### src/hw/rtl/quoted_delimited_tokenizer_assert.svh
// Assertion macros for the tokenizer RTL.
`ifndef QUOTED_DELIMITED_TOKENIZER_ASSERT_SVH
`define QUOTED_DELIMITED_TOKENIZER_ASSERT_SVH

`ifndef ASSERT_OFF
// prop must hold at every clock edge outside reset
`define QDT_ASSERT(lbl, clk, rst_n, prop) \
	lbl: assert property (@(posedge clk) disable iff (!rst_n) (prop)) \
		else $error("tokenizer assertion failed");
// expr must never be true outside reset
`define QDT_NEVER(lbl, clk, rst_n, expr) \
	lbl: assert property (@(posedge clk) disable iff (!rst_n) !(expr)) \
		else $error("tokenizer forbidden condition seen");
`else
`define QDT_ASSERT(lbl, clk, rst_n, prop)
`define QDT_NEVER(lbl, clk, rst_n, expr)
`endif

`endif

### src/hw/rtl/qdt_pkg.sv
// Shared types and constants of the quoted delimited tokenizer.
`default_nettype none

package qdt_pkg;

	localparam int CHAR_W = 8;
	localparam int CFG_W  = 64;

	localparam int DELIM_SLOTS_DEF = 8;
	localparam int QUOTE_SLOTS_DEF = 8;

	// result queue
	localparam int FIFO_DEPTH = 4;
	localparam int FIFO_AW    = $clog2(FIFO_DEPTH);
	localparam int CNT_W      = $clog2(FIFO_DEPTH + 1);

	// register reset values: space and TAB as delimiters
	localparam logic [CFG_W-1:0] DELIM_RESET = 64'h0000_0000_0000_0920;

	localparam logic [CHAR_W-1:0] CH_NUL       = 8'h00;
	localparam logic [CHAR_W-1:0] CH_LF        = 8'h0A;
	localparam logic [CHAR_W-1:0] CH_BACKSLASH = 8'h5C;
	localparam logic [CHAR_W-1:0] CH_BEL       = 8'h07;
	localparam logic [CHAR_W-1:0] CH_ESC       = 8'h1B;
	localparam logic [CHAR_W-1:0] CH_CR        = 8'h0D;
	localparam logic [CHAR_W-1:0] CH_TAB       = 8'h09;
	localparam logic [CHAR_W-1:0] CH_LOW_A     = 8'h61;
	localparam logic [CHAR_W-1:0] CH_LOW_E     = 8'h65;
	localparam logic [CHAR_W-1:0] CH_LOW_R     = 8'h72;
	localparam logic [CHAR_W-1:0] CH_LOW_T     = 8'h74;
	localparam logic [CHAR_W-1:0] CH_LOW_N     = 8'h6E;

	typedef enum logic [1:0] {
		REG_DELIM = 2'd0,
		REG_OPEN  = 2'd1,
		REG_CLOSE = 2'd2,
		REG_EMPTY = 2'd3
	} reg_idx_t;

	typedef enum logic [2:0] {
		KIND_BYTE = 3'd0,
		KIND_END  = 3'd1,
		KIND_OK   = 3'd2,
		KIND_OPEN = 3'd3,
		KIND_ESC  = 3'd4
	} kind_t;

	typedef struct packed {
		kind_t              kind;
		logic [CHAR_W-1:0]  ch;
		logic               last;
	} res_t;

endpackage

`default_nettype wire

### src/hw/rtl/quoted_delimited_tokenizer.sv
// Line tokenizer with delimiter set, paired quotes and backslash escapes.
//
// One line enters as a stream of bytes (char_in, one word per handshake) and
// leaves as a stream of results: token bytes (kind 0), end-of-token markers
// (kind 1) and one closing status per line (2 success, 3 open quote, 4 bad
// escape). A zero byte, or an unescaped LF outside quotes, ends the line;
// after the status the tokenizer is back in its idle line state. "last"
// flags the final result caused by a given input byte; a backslash byte
// alone causes none. Delimiters and quote pairs live in 8-bit slots of the
// configuration registers (index 0 delimiters, 1 opening quotes, 2 closing
// quotes, 3 empty-field mode); a zero slot is unused, the lowest matching
// slot wins. Write the registers only between lines.
// Timing: a byte is registered at acceptance and resolved once the result
// queue has room, by one pass of slot compares and a shallow state update,
// which pushes its results into a four-entry result queue. Sustained rate is
// one byte per cycle while the queue has room; the output drains one result
// per cycle, so the results of a byte with two (end of token plus success)
// leave one after the other. Input is taken as long as the queue has room for
// two more results, so the input keeps moving while results wait to be taken.
`default_nettype none
`include "quoted_delimited_tokenizer_assert.svh"

module quoted_delimited_tokenizer
	import qdt_pkg::*;
#(
	parameter int DELIM_SLOTS = DELIM_SLOTS_DEF,
	parameter int QUOTE_SLOTS = QUOTE_SLOTS_DEF
) (
	input  wire logic              clk,
	input  wire logic              arst_n,
	// configuration writes
	input  wire logic              cfg_valid,
	output logic                   cfg_ready,
	input  wire logic [1:0]        cfg_index,
	input  wire logic [CFG_W-1:0]  cfg_data,
	// input bytes
	input  wire logic              in_valid,
	output logic                   in_ready,
	input  wire logic [CHAR_W-1:0] char_in,
	// results
	output logic                   out_valid,
	input  wire logic              out_ready,
	output logic [2:0]             kind,
	output logic [CHAR_W-1:0]      char_out,
	output logic                   last
);

	localparam int DW = DELIM_SLOTS * CHAR_W;
	localparam int QW = QUOTE_SLOTS * CHAR_W;

	typedef enum logic [1:0] {
		PH_NORMAL = 2'd0,
		PH_DELIM  = 2'd1,
		PH_QUOTED = 2'd2
	} phase_t;

	// escape byte mapping: a e r t n become BEL ESC CR TAB LF
	function automatic logic [CHAR_W-1:0] map_escape(input logic [CHAR_W-1:0] c);
		logic [CHAR_W-1:0] m;
		case (c)
			CH_LOW_A: m = CH_BEL;
			CH_LOW_E: m = CH_ESC;
			CH_LOW_R: m = CH_CR;
			CH_LOW_T: m = CH_TAB;
			CH_LOW_N: m = CH_LF;
			default:  m = c;
		endcase
		return m;
	endfunction

	// ---------------------------------------------------------------
	// Configuration registers (always ready)
	// ---------------------------------------------------------------
	logic [DW-1:0] delim_q;
	logic [QW-1:0] open_q;
	logic [QW-1:0] close_set_q;
	logic          empty_q;

	assign cfg_ready = 1'b1;

	always_ff @(posedge clk or negedge arst_n) begin
		if (!arst_n) begin
			delim_q     <= DELIM_RESET[DW-1:0];
			open_q      <= '0;
			close_set_q <= '0;
			empty_q     <= 1'b0;
		end else if (cfg_valid && cfg_ready) begin
			unique case (reg_idx_t'(cfg_index))
				REG_DELIM: delim_q     <= cfg_data[DW-1:0];
				REG_OPEN:  open_q      <= cfg_data[QW-1:0];
				REG_CLOSE: close_set_q <= cfg_data[QW-1:0];
				REG_EMPTY: empty_q     <= cfg_data[0];
				default:   ;
			endcase
		end
	end

	// ---------------------------------------------------------------
	// Input register
	// ---------------------------------------------------------------
	logic              valid_s1;
	logic [CHAR_W-1:0] char_s1;
	logic [CNT_W-1:0]  count_q;
	logic              room;
	logic              fire_s1;

	// room for the worst case of two results per byte
	assign room     = (count_q <= CNT_W'(FIFO_DEPTH - 2));
	assign fire_s1  = valid_s1 && room;
	assign in_ready = !valid_s1 || fire_s1;

	always_ff @(posedge clk or negedge arst_n) begin
		if (!arst_n) begin
			valid_s1 <= 1'b0;
		end else if (in_valid && in_ready) begin
			valid_s1 <= 1'b1;
		end else if (fire_s1) begin
			valid_s1 <= 1'b0;
		end
	end

	always_ff @(posedge clk) begin
		if (in_valid && in_ready) begin
			char_s1 <= char_in;
		end
	end

	// ---------------------------------------------------------------
	// Line state
	// ---------------------------------------------------------------
	phase_t            phase_q, phase_d;
	logic              esc_q, esc_d;
	logic              tok_q, tok_d;
	logic [CHAR_W-1:0] cq_q, cq_d;

	// control byte (escaped bytes act as a backslash) and data byte
	logic [CHAR_W-1:0] ctrl, data;
	logic              d_hit, q_hit;
	logic [CHAR_W-1:0] q_close;

	always_comb begin
		ctrl = esc_q ? CH_BACKSLASH : char_s1;
		data = esc_q ? map_escape(char_s1) : char_s1;
	end

	// parallel slot compares
	always_comb begin
		d_hit = 1'b0;
		for (int i = 0; i < DELIM_SLOTS; i++) begin
			if (delim_q[i*CHAR_W +: CHAR_W] != CH_NUL && delim_q[i*CHAR_W +: CHAR_W] == ctrl)
				d_hit = 1'b1;
		end
	end

	// lowest matching quote slot wins: scan from the top down
	always_comb begin
		q_hit   = 1'b0;
		q_close = CH_NUL;
		for (int i = QUOTE_SLOTS - 1; i >= 0; i--) begin
			if (open_q[i*CHAR_W +: CHAR_W] != CH_NUL && open_q[i*CHAR_W +: CHAR_W] == ctrl) begin
				q_hit   = 1'b1;
				q_close = close_set_q[i*CHAR_W +: CHAR_W];
			end
		end
	end

	// per-byte decision
	logic [1:0] n_res;
	res_t       r0, r1;
	logic       line_end;
	logic       go_idle;

	always_comb begin
		phase_d  = phase_q;
		esc_d    = esc_q;
		tok_d    = tok_q;
		cq_d     = cq_q;
		n_res    = 2'd0;
		r0       = '{kind: KIND_BYTE, ch: CH_NUL, last: 1'b0};
		r1       = '{kind: KIND_BYTE, ch: CH_NUL, last: 1'b0};
		go_idle  = 1'b0;
		line_end = (ctrl == CH_NUL) || (ctrl == CH_LF);

		if (!esc_q && char_s1 == CH_BACKSLASH) begin
			esc_d = 1'b1;
		end else if (esc_q && char_s1 == CH_NUL) begin
			n_res   = 2'd1;
			r0.kind = KIND_ESC;
			go_idle = 1'b1;
		end else begin
			esc_d = 1'b0;
			unique case (phase_q)
				PH_QUOTED: begin
					tok_d = 1'b1;
					if (ctrl == CH_NUL) begin
						n_res   = 2'd1;
						r0.kind = KIND_OPEN;
						go_idle = 1'b1;
					end else if (ctrl == cq_q) begin
						phase_d = PH_NORMAL;
					end else begin
						n_res = 2'd1;
						r0.ch = data;
					end
				end
				PH_DELIM: begin
					if (line_end) begin
						n_res   = 2'd1;
						r0.kind = KIND_OK;
						go_idle = 1'b1;
					end else if (q_hit) begin
						phase_d = PH_QUOTED;
						cq_d    = q_close;
					end else if (!d_hit) begin
						phase_d = PH_NORMAL;
						n_res   = 2'd1;
						r0.ch   = data;
						tok_d   = 1'b1;
					end else if (empty_q) begin
						n_res   = 2'd1;
						r0.kind = KIND_END;
					end
				end
				default: begin
					// normal phase (and the unused code)
					if (line_end) begin
						if (tok_q) begin
							n_res   = 2'd2;
							r0.kind = KIND_END;
							r1.kind = KIND_OK;
						end else begin
							n_res   = 2'd1;
							r0.kind = KIND_OK;
						end
						go_idle = 1'b1;
					end else if (d_hit) begin
						phase_d = PH_DELIM;
						if (tok_q) begin
							n_res   = 2'd1;
							r0.kind = KIND_END;
							tok_d   = 1'b0;
						end
					end else if (q_hit) begin
						phase_d = PH_QUOTED;
						cq_d    = q_close;
					end else begin
						phase_d = PH_NORMAL;
						n_res   = 2'd1;
						r0.ch   = data;
						tok_d   = 1'b1;
					end
				end
			endcase
		end

		if (go_idle) begin
			phase_d = PH_NORMAL;
			esc_d   = 1'b0;
			tok_d   = 1'b0;
			cq_d    = CH_NUL;
		end

		r0.last = (n_res == 2'd1);
		r1.last = (n_res == 2'd2);
	end

	always_ff @(posedge clk or negedge arst_n) begin
		if (!arst_n) begin
			phase_q <= PH_NORMAL;
			esc_q   <= 1'b0;
			tok_q   <= 1'b0;
			cq_q    <= CH_NUL;
		end else if (fire_s1) begin
			phase_q <= phase_d;
			esc_q   <= esc_d;
			tok_q   <= tok_d;
			cq_q    <= cq_d;
		end
	end

	// ---------------------------------------------------------------
	// Result queue: up to two writes, one read per cycle
	// ---------------------------------------------------------------
	res_t               mem_q [FIFO_DEPTH];
	logic [FIFO_AW-1:0] wr_q, rd_q;
	logic               pop;
	logic [1:0]         n_push;

	assign n_push = fire_s1 ? n_res : 2'd0;
	assign pop    = out_valid && out_ready;

	always_ff @(posedge clk) begin
		if (n_push != 2'd0)
			mem_q[wr_q] <= r0;
		if (n_push == 2'd2)
			mem_q[FIFO_AW'(wr_q + 1'b1)] <= r1;
	end

	always_ff @(posedge clk or negedge arst_n) begin
		if (!arst_n) begin
			wr_q    <= '0;
			rd_q    <= '0;
			count_q <= '0;
		end else begin
			wr_q    <= FIFO_AW'(wr_q + FIFO_AW'(n_push));
			rd_q    <= FIFO_AW'(rd_q + FIFO_AW'(pop));
			count_q <= CNT_W'(count_q + CNT_W'(n_push) - CNT_W'(pop));
		end
	end

	assign out_valid = (count_q != '0);
	assign kind      = mem_q[rd_q].kind;
	assign char_out  = mem_q[rd_q].ch;
	assign last      = mem_q[rd_q].last;

	// ---------------------------------------------------------------
	// Assertions
	// ---------------------------------------------------------------
	// queue occupancy stays within its depth
	`QDT_NEVER(a_count_bound, clk, arst_n, count_q > CNT_W'(FIFO_DEPTH))
	// a delimiter always closes the token before the phase moves on
	`QDT_NEVER(a_delim_no_token, clk, arst_n, phase_q == PH_DELIM && tok_q)
	// a line status leaves the line state idle
	`QDT_ASSERT(a_status_idle, clk, arst_n, fire_s1 && go_idle |=> phase_q == PH_NORMAL && !tok_q && !esc_q && cq_q == CH_NUL)

endmodule

`default_nettype wire
### config.mk
export PLATFORM = sky130hd
export DESIGN_NAME = quoted_delimited_tokenizer
export DESIGN_NICKNAME = d
export VERILOG_FILES = /design/src/hw/rtl/qdt_pkg.sv /design/src/hw/rtl/quoted_delimited_tokenizer.sv
export VERILOG_INCLUDE_DIRS = /design/src /design/src/hw/rtl
export SDC_FILE = /design/constraint.sdc
export NUM_CORES = 1
export LEC_CHECK = 0
export BUFFER_PORTS_ARGS = -buffer_cell sky130_fd_sc_hd__clkbuf_2
export CAP_MARGIN = 30
export CORE_MARGIN = 3
export CORE_UTILIZATION = 35
export DETAILED_ROUTE_END_ITERATION = 7
export SLEW_MARGIN = 40
export SYNTH_ARGS = -nofsm -noshare
export SYNTH_HDL_FRONTEND = slang
export SYNTH_SLANG_ARGS = --single-unit
### constraint.sdc
create_clock -name clk -period 4.55 [get_ports clk]
set_input_delay 0.455 -clock clk [delete_from_list [all_inputs] [get_ports clk]]
set_output_delay 0.455 -clock clk [all_outputs]
set_load 0.005 [all_outputs]
==> impl_metrics.tcl <==
set metrics [dict create \
    worst_setup_path_end_kind "register" \
    grt_pass1_wl_um 70500 \
    clk_pin_slew_ps 60 \
    ys_ff_latch 269 \
    power.density_mw_per_mm2 520 \
    ir_drop_mv 0.330 \
    wl_per_cell_um 22.1 \
    synthArstFlopShare 0.792 \
    crit_start "esc_q" \
    grt_max_degree 102 \
    die_y_um 212 \
    slew-limit-headroom 0.446 \
    grt_usage 0.200 \
    nFillCells 4038 \
    crit_arrival_ps 4770 \
    syn_area_sq_mm 0.0149 \
    cp-start-kind "register" \
    synth_area_per_cell_sq_um 10.7 \
    outcome "completed" \
    cap_violations 0 \
    path_max_fanout 32 \
    finalSetupTns_ps 0 \
    io_buffers 92 \
    critPathRequiredTime_ps 5040 \
    final_nets 1563 \
    ys_types 84 \
    core-area_sq_mm 0.0415 \
    clock-sinks 269 \
    period_needed_ps 4290 \
    cts_buffer_depth 3 \
    cp-endpoint "count_q[2]" \
    slew_viol_final 0 \
    reg2reg_depth 16 \
    worst_slew_pin_slew_ps 828 \
    htree_levels 1 \
    total_leakage_power_nw 6.88 \
    cts_tree "built" \
    layout-drive-gt1-share 0.284 \
    finalPower_mw 8.84 \
    area_delta_synth_final_pct 14.1 \
    die_w_um 212 \
    antenna_found_initial 0 \
    die_area_sq_mm 0.0451 \
    start_util 0.359 \
    gp_congestion 0.929 \
    totalWireLength_um 44800 \
    fmax_ghz 0.233 \
    cts-buffers-inserted 29 \
    cts-root-buf "clkbuf_16" \
    grt-ovfl-total 0 \
    rr_startpoint "esc_q" \
    drcViolationCount 0 \
    synth_warnings 0 \
    final.period_utilization 0.942 \
    rows 74 \
    io_pins 94 \
    synth_edf_count 16 \
    grt_pass1_vias 11620 \
    insertion_delay_ps 580 \
    fin_worst_skew_ps 30.1 \
    r2r_slack_ps 260 \
    ant_nets 0 \
    finalSetupViolations 0 \
    viasPerCell 5.75 \
    vias 11688 \
    synth_fp_nets 1482 \
    ys_dominant_reg_cell "dfrtp_1" \
    postLayoutCellArea_sq_mm 0.0170 \
    hpwlAfterDp_um 32900 \
    rsz0062_at_grt "no" \
    reg2reg_to "count_q[2]" \
    detail_route.first_pass.iterations 6 \
    detail_route.iter0.violations 884 \
    placed_area_sq_mm 0.0160 \
    crit_type "register to register" \
    syn_inst 1395 \
    ys_seq_area_frac 0.444 \
    finalHoldViolCount 0 \
    hp-class "primary input to register" \
]
==> what timing repair did <==
item                       CTS  global route
hold buffers                 1             0
gates resized for setup      0             2
setup buffers                0             0
setup endpoints to repair    0             1
hold endpoints to repair    40             0
==> layer usage <==
metal / share of wire / track usage
met5: 0 / 0
met4: 0.027 / 0.0532
met3: 0.059 / 0.0292
met2: 0.46 / 0.324
met1: 0.45 / 0.282
==> cell usage after synthesis (all sizes together), types with 24 or more instances <==
| cell type | count | area (sq um) |
|---|---|---|
| nand3 | 26 | 130 |
| dfxtp | 40 | 801 |
| a21oi | 26 | 130 |
| nor2 | 65 | 263 |
| clkbuf | 29 | 109 |
| xnor2 | 24 | 210 |
| nor4 | 30 | 218 |
| dfrtp | 210 | 5260 |
| xor2 | 32 | 280 |
| nor3 | 25 | 130 |
| inv | 52 | 195 |
| buf | 63 | 395 |
| mux2 | 202 | 2270 |
| nand2 | 95 | 357 |
| o21ai | 77 | 385 |
| a31oi | 24 | 150 |
| mux2i | 30 | 300 |
==> cell families after synthesis <==
| group | Yosys count | share of synthesized area |
|---|---|---|
| fa+ha+maj | 8 | 0.00722 |
| simple gates | 383 | 0.139 |
| compound gates | 290 | 0.139 |
| other cells | 1 | 0.000252 |
| flops | 269 | 0.444 |
| mux | 244 | 0.191 |
| xor+xnor | 56 | 0.0329 |
| buf+inv | 144 | 0.0470 |
==> report_power, final <==
part / internal, mW / leakage (nW) / total (mW) / switching, mW
registers: 2.98 / 3.02 / 3.60 / 0.622
logic: 1.31 / 3.39 / 2.80 / 1.49
clock network: 1.43 / 0.471 / 2.44 / 1.01
total: 5.72 / 6.88 / 8.84 / 3.12
==> stage by stage <==
stage           util  hold slack, ps  setup slack, ps  cells
2_1_floorplan      -             159              834   1395
3_3_place_gp   0.385             440              265   1974
3_5_place_dp   0.386             370              212   1976
4_1_cts        0.410            11.0              153   2030
5_1_grt        0.410            27.5             6.08   2030
6_report       0.410            50.0              265   2031
==> worst min-delay path by stage <==
stage               cells past startpoint         from              end  slack, ps
floorplan                               0       arst_n   close_set_q[0]        160
global placement                        2  mem_q[2][8]      mem_q[2][8]        440
global route                            1   char_in[0]       char_s1[0]         30
detailed placement                      1       arst_n  close_set_q[35]        370
finish                                  1   char_in[4]       char_s1[4]         50
CTS                                     1   char_in[4]       char_s1[4]         10
==> layout by cell type (no fill, tap or decap), types with 25 or more instances in the layout <==
master | synthesis | final
a21oi_1 | 26 | 25
buf_4 | 8 | 42
clkbuf_16 | 0 | 29
clkbuf_2 | 0 | 91
dfrtp_1 | 210 | 209
dfxtp_1 | 40 | 40
inv_1 | 51 | 51
mux2_2 | 196 | 196
mux2i_1 | 30 | 30
nand2_1 | 95 | 95
nand3_1 | 26 | 26
nor2_1 | 63 | 63
nor4_1 | 28 | 26
o21ai_0 | 72 | 72
xor2_1 | 32 | 32
==> registers in the layout (all words and copies together), names as in the netlist, 2 cells and up <==
register and flops:
close_set_q 64, delim_q 64, open_q 64, mem_q 48
char_s1 8, cq_q 8, count_q 3, phase_q 2
rd_q 2, wr_q 2
==> cell type report <==
class / count / area [sq um] / area share
repair buffers: 142 / 926 / 0.0545
diodes: 1 / 2.50 / 0.000147
clock buffers: 39 / 773 / 0.0455
flip-flops and latches: 269 / 6620 / 0.390
inverters: 52 / 195 / 0.0115
multi-input cells: 982 / 7610 / 0.448
well taps: 532 / 666 / 0.0392
clock inverters: 14 / 196 / 0.0116
==> critical path, stage by stage, from the launching register on <==
cell	delay (ps)
dfrtp_4	570
buf_4	370
nor3b_1	100
nor4_1	220
o21ai_0	160
or4_1	570
and3_1	270
a32o_1	270
a211oi_2	290
a21oi_2	130
inv_2	120
ha_1	130
inv_1	40
ha_1	190
fa_1	430
xnor2_1	200
xnor2_1	130
Power figures use the tool's default switching activity.
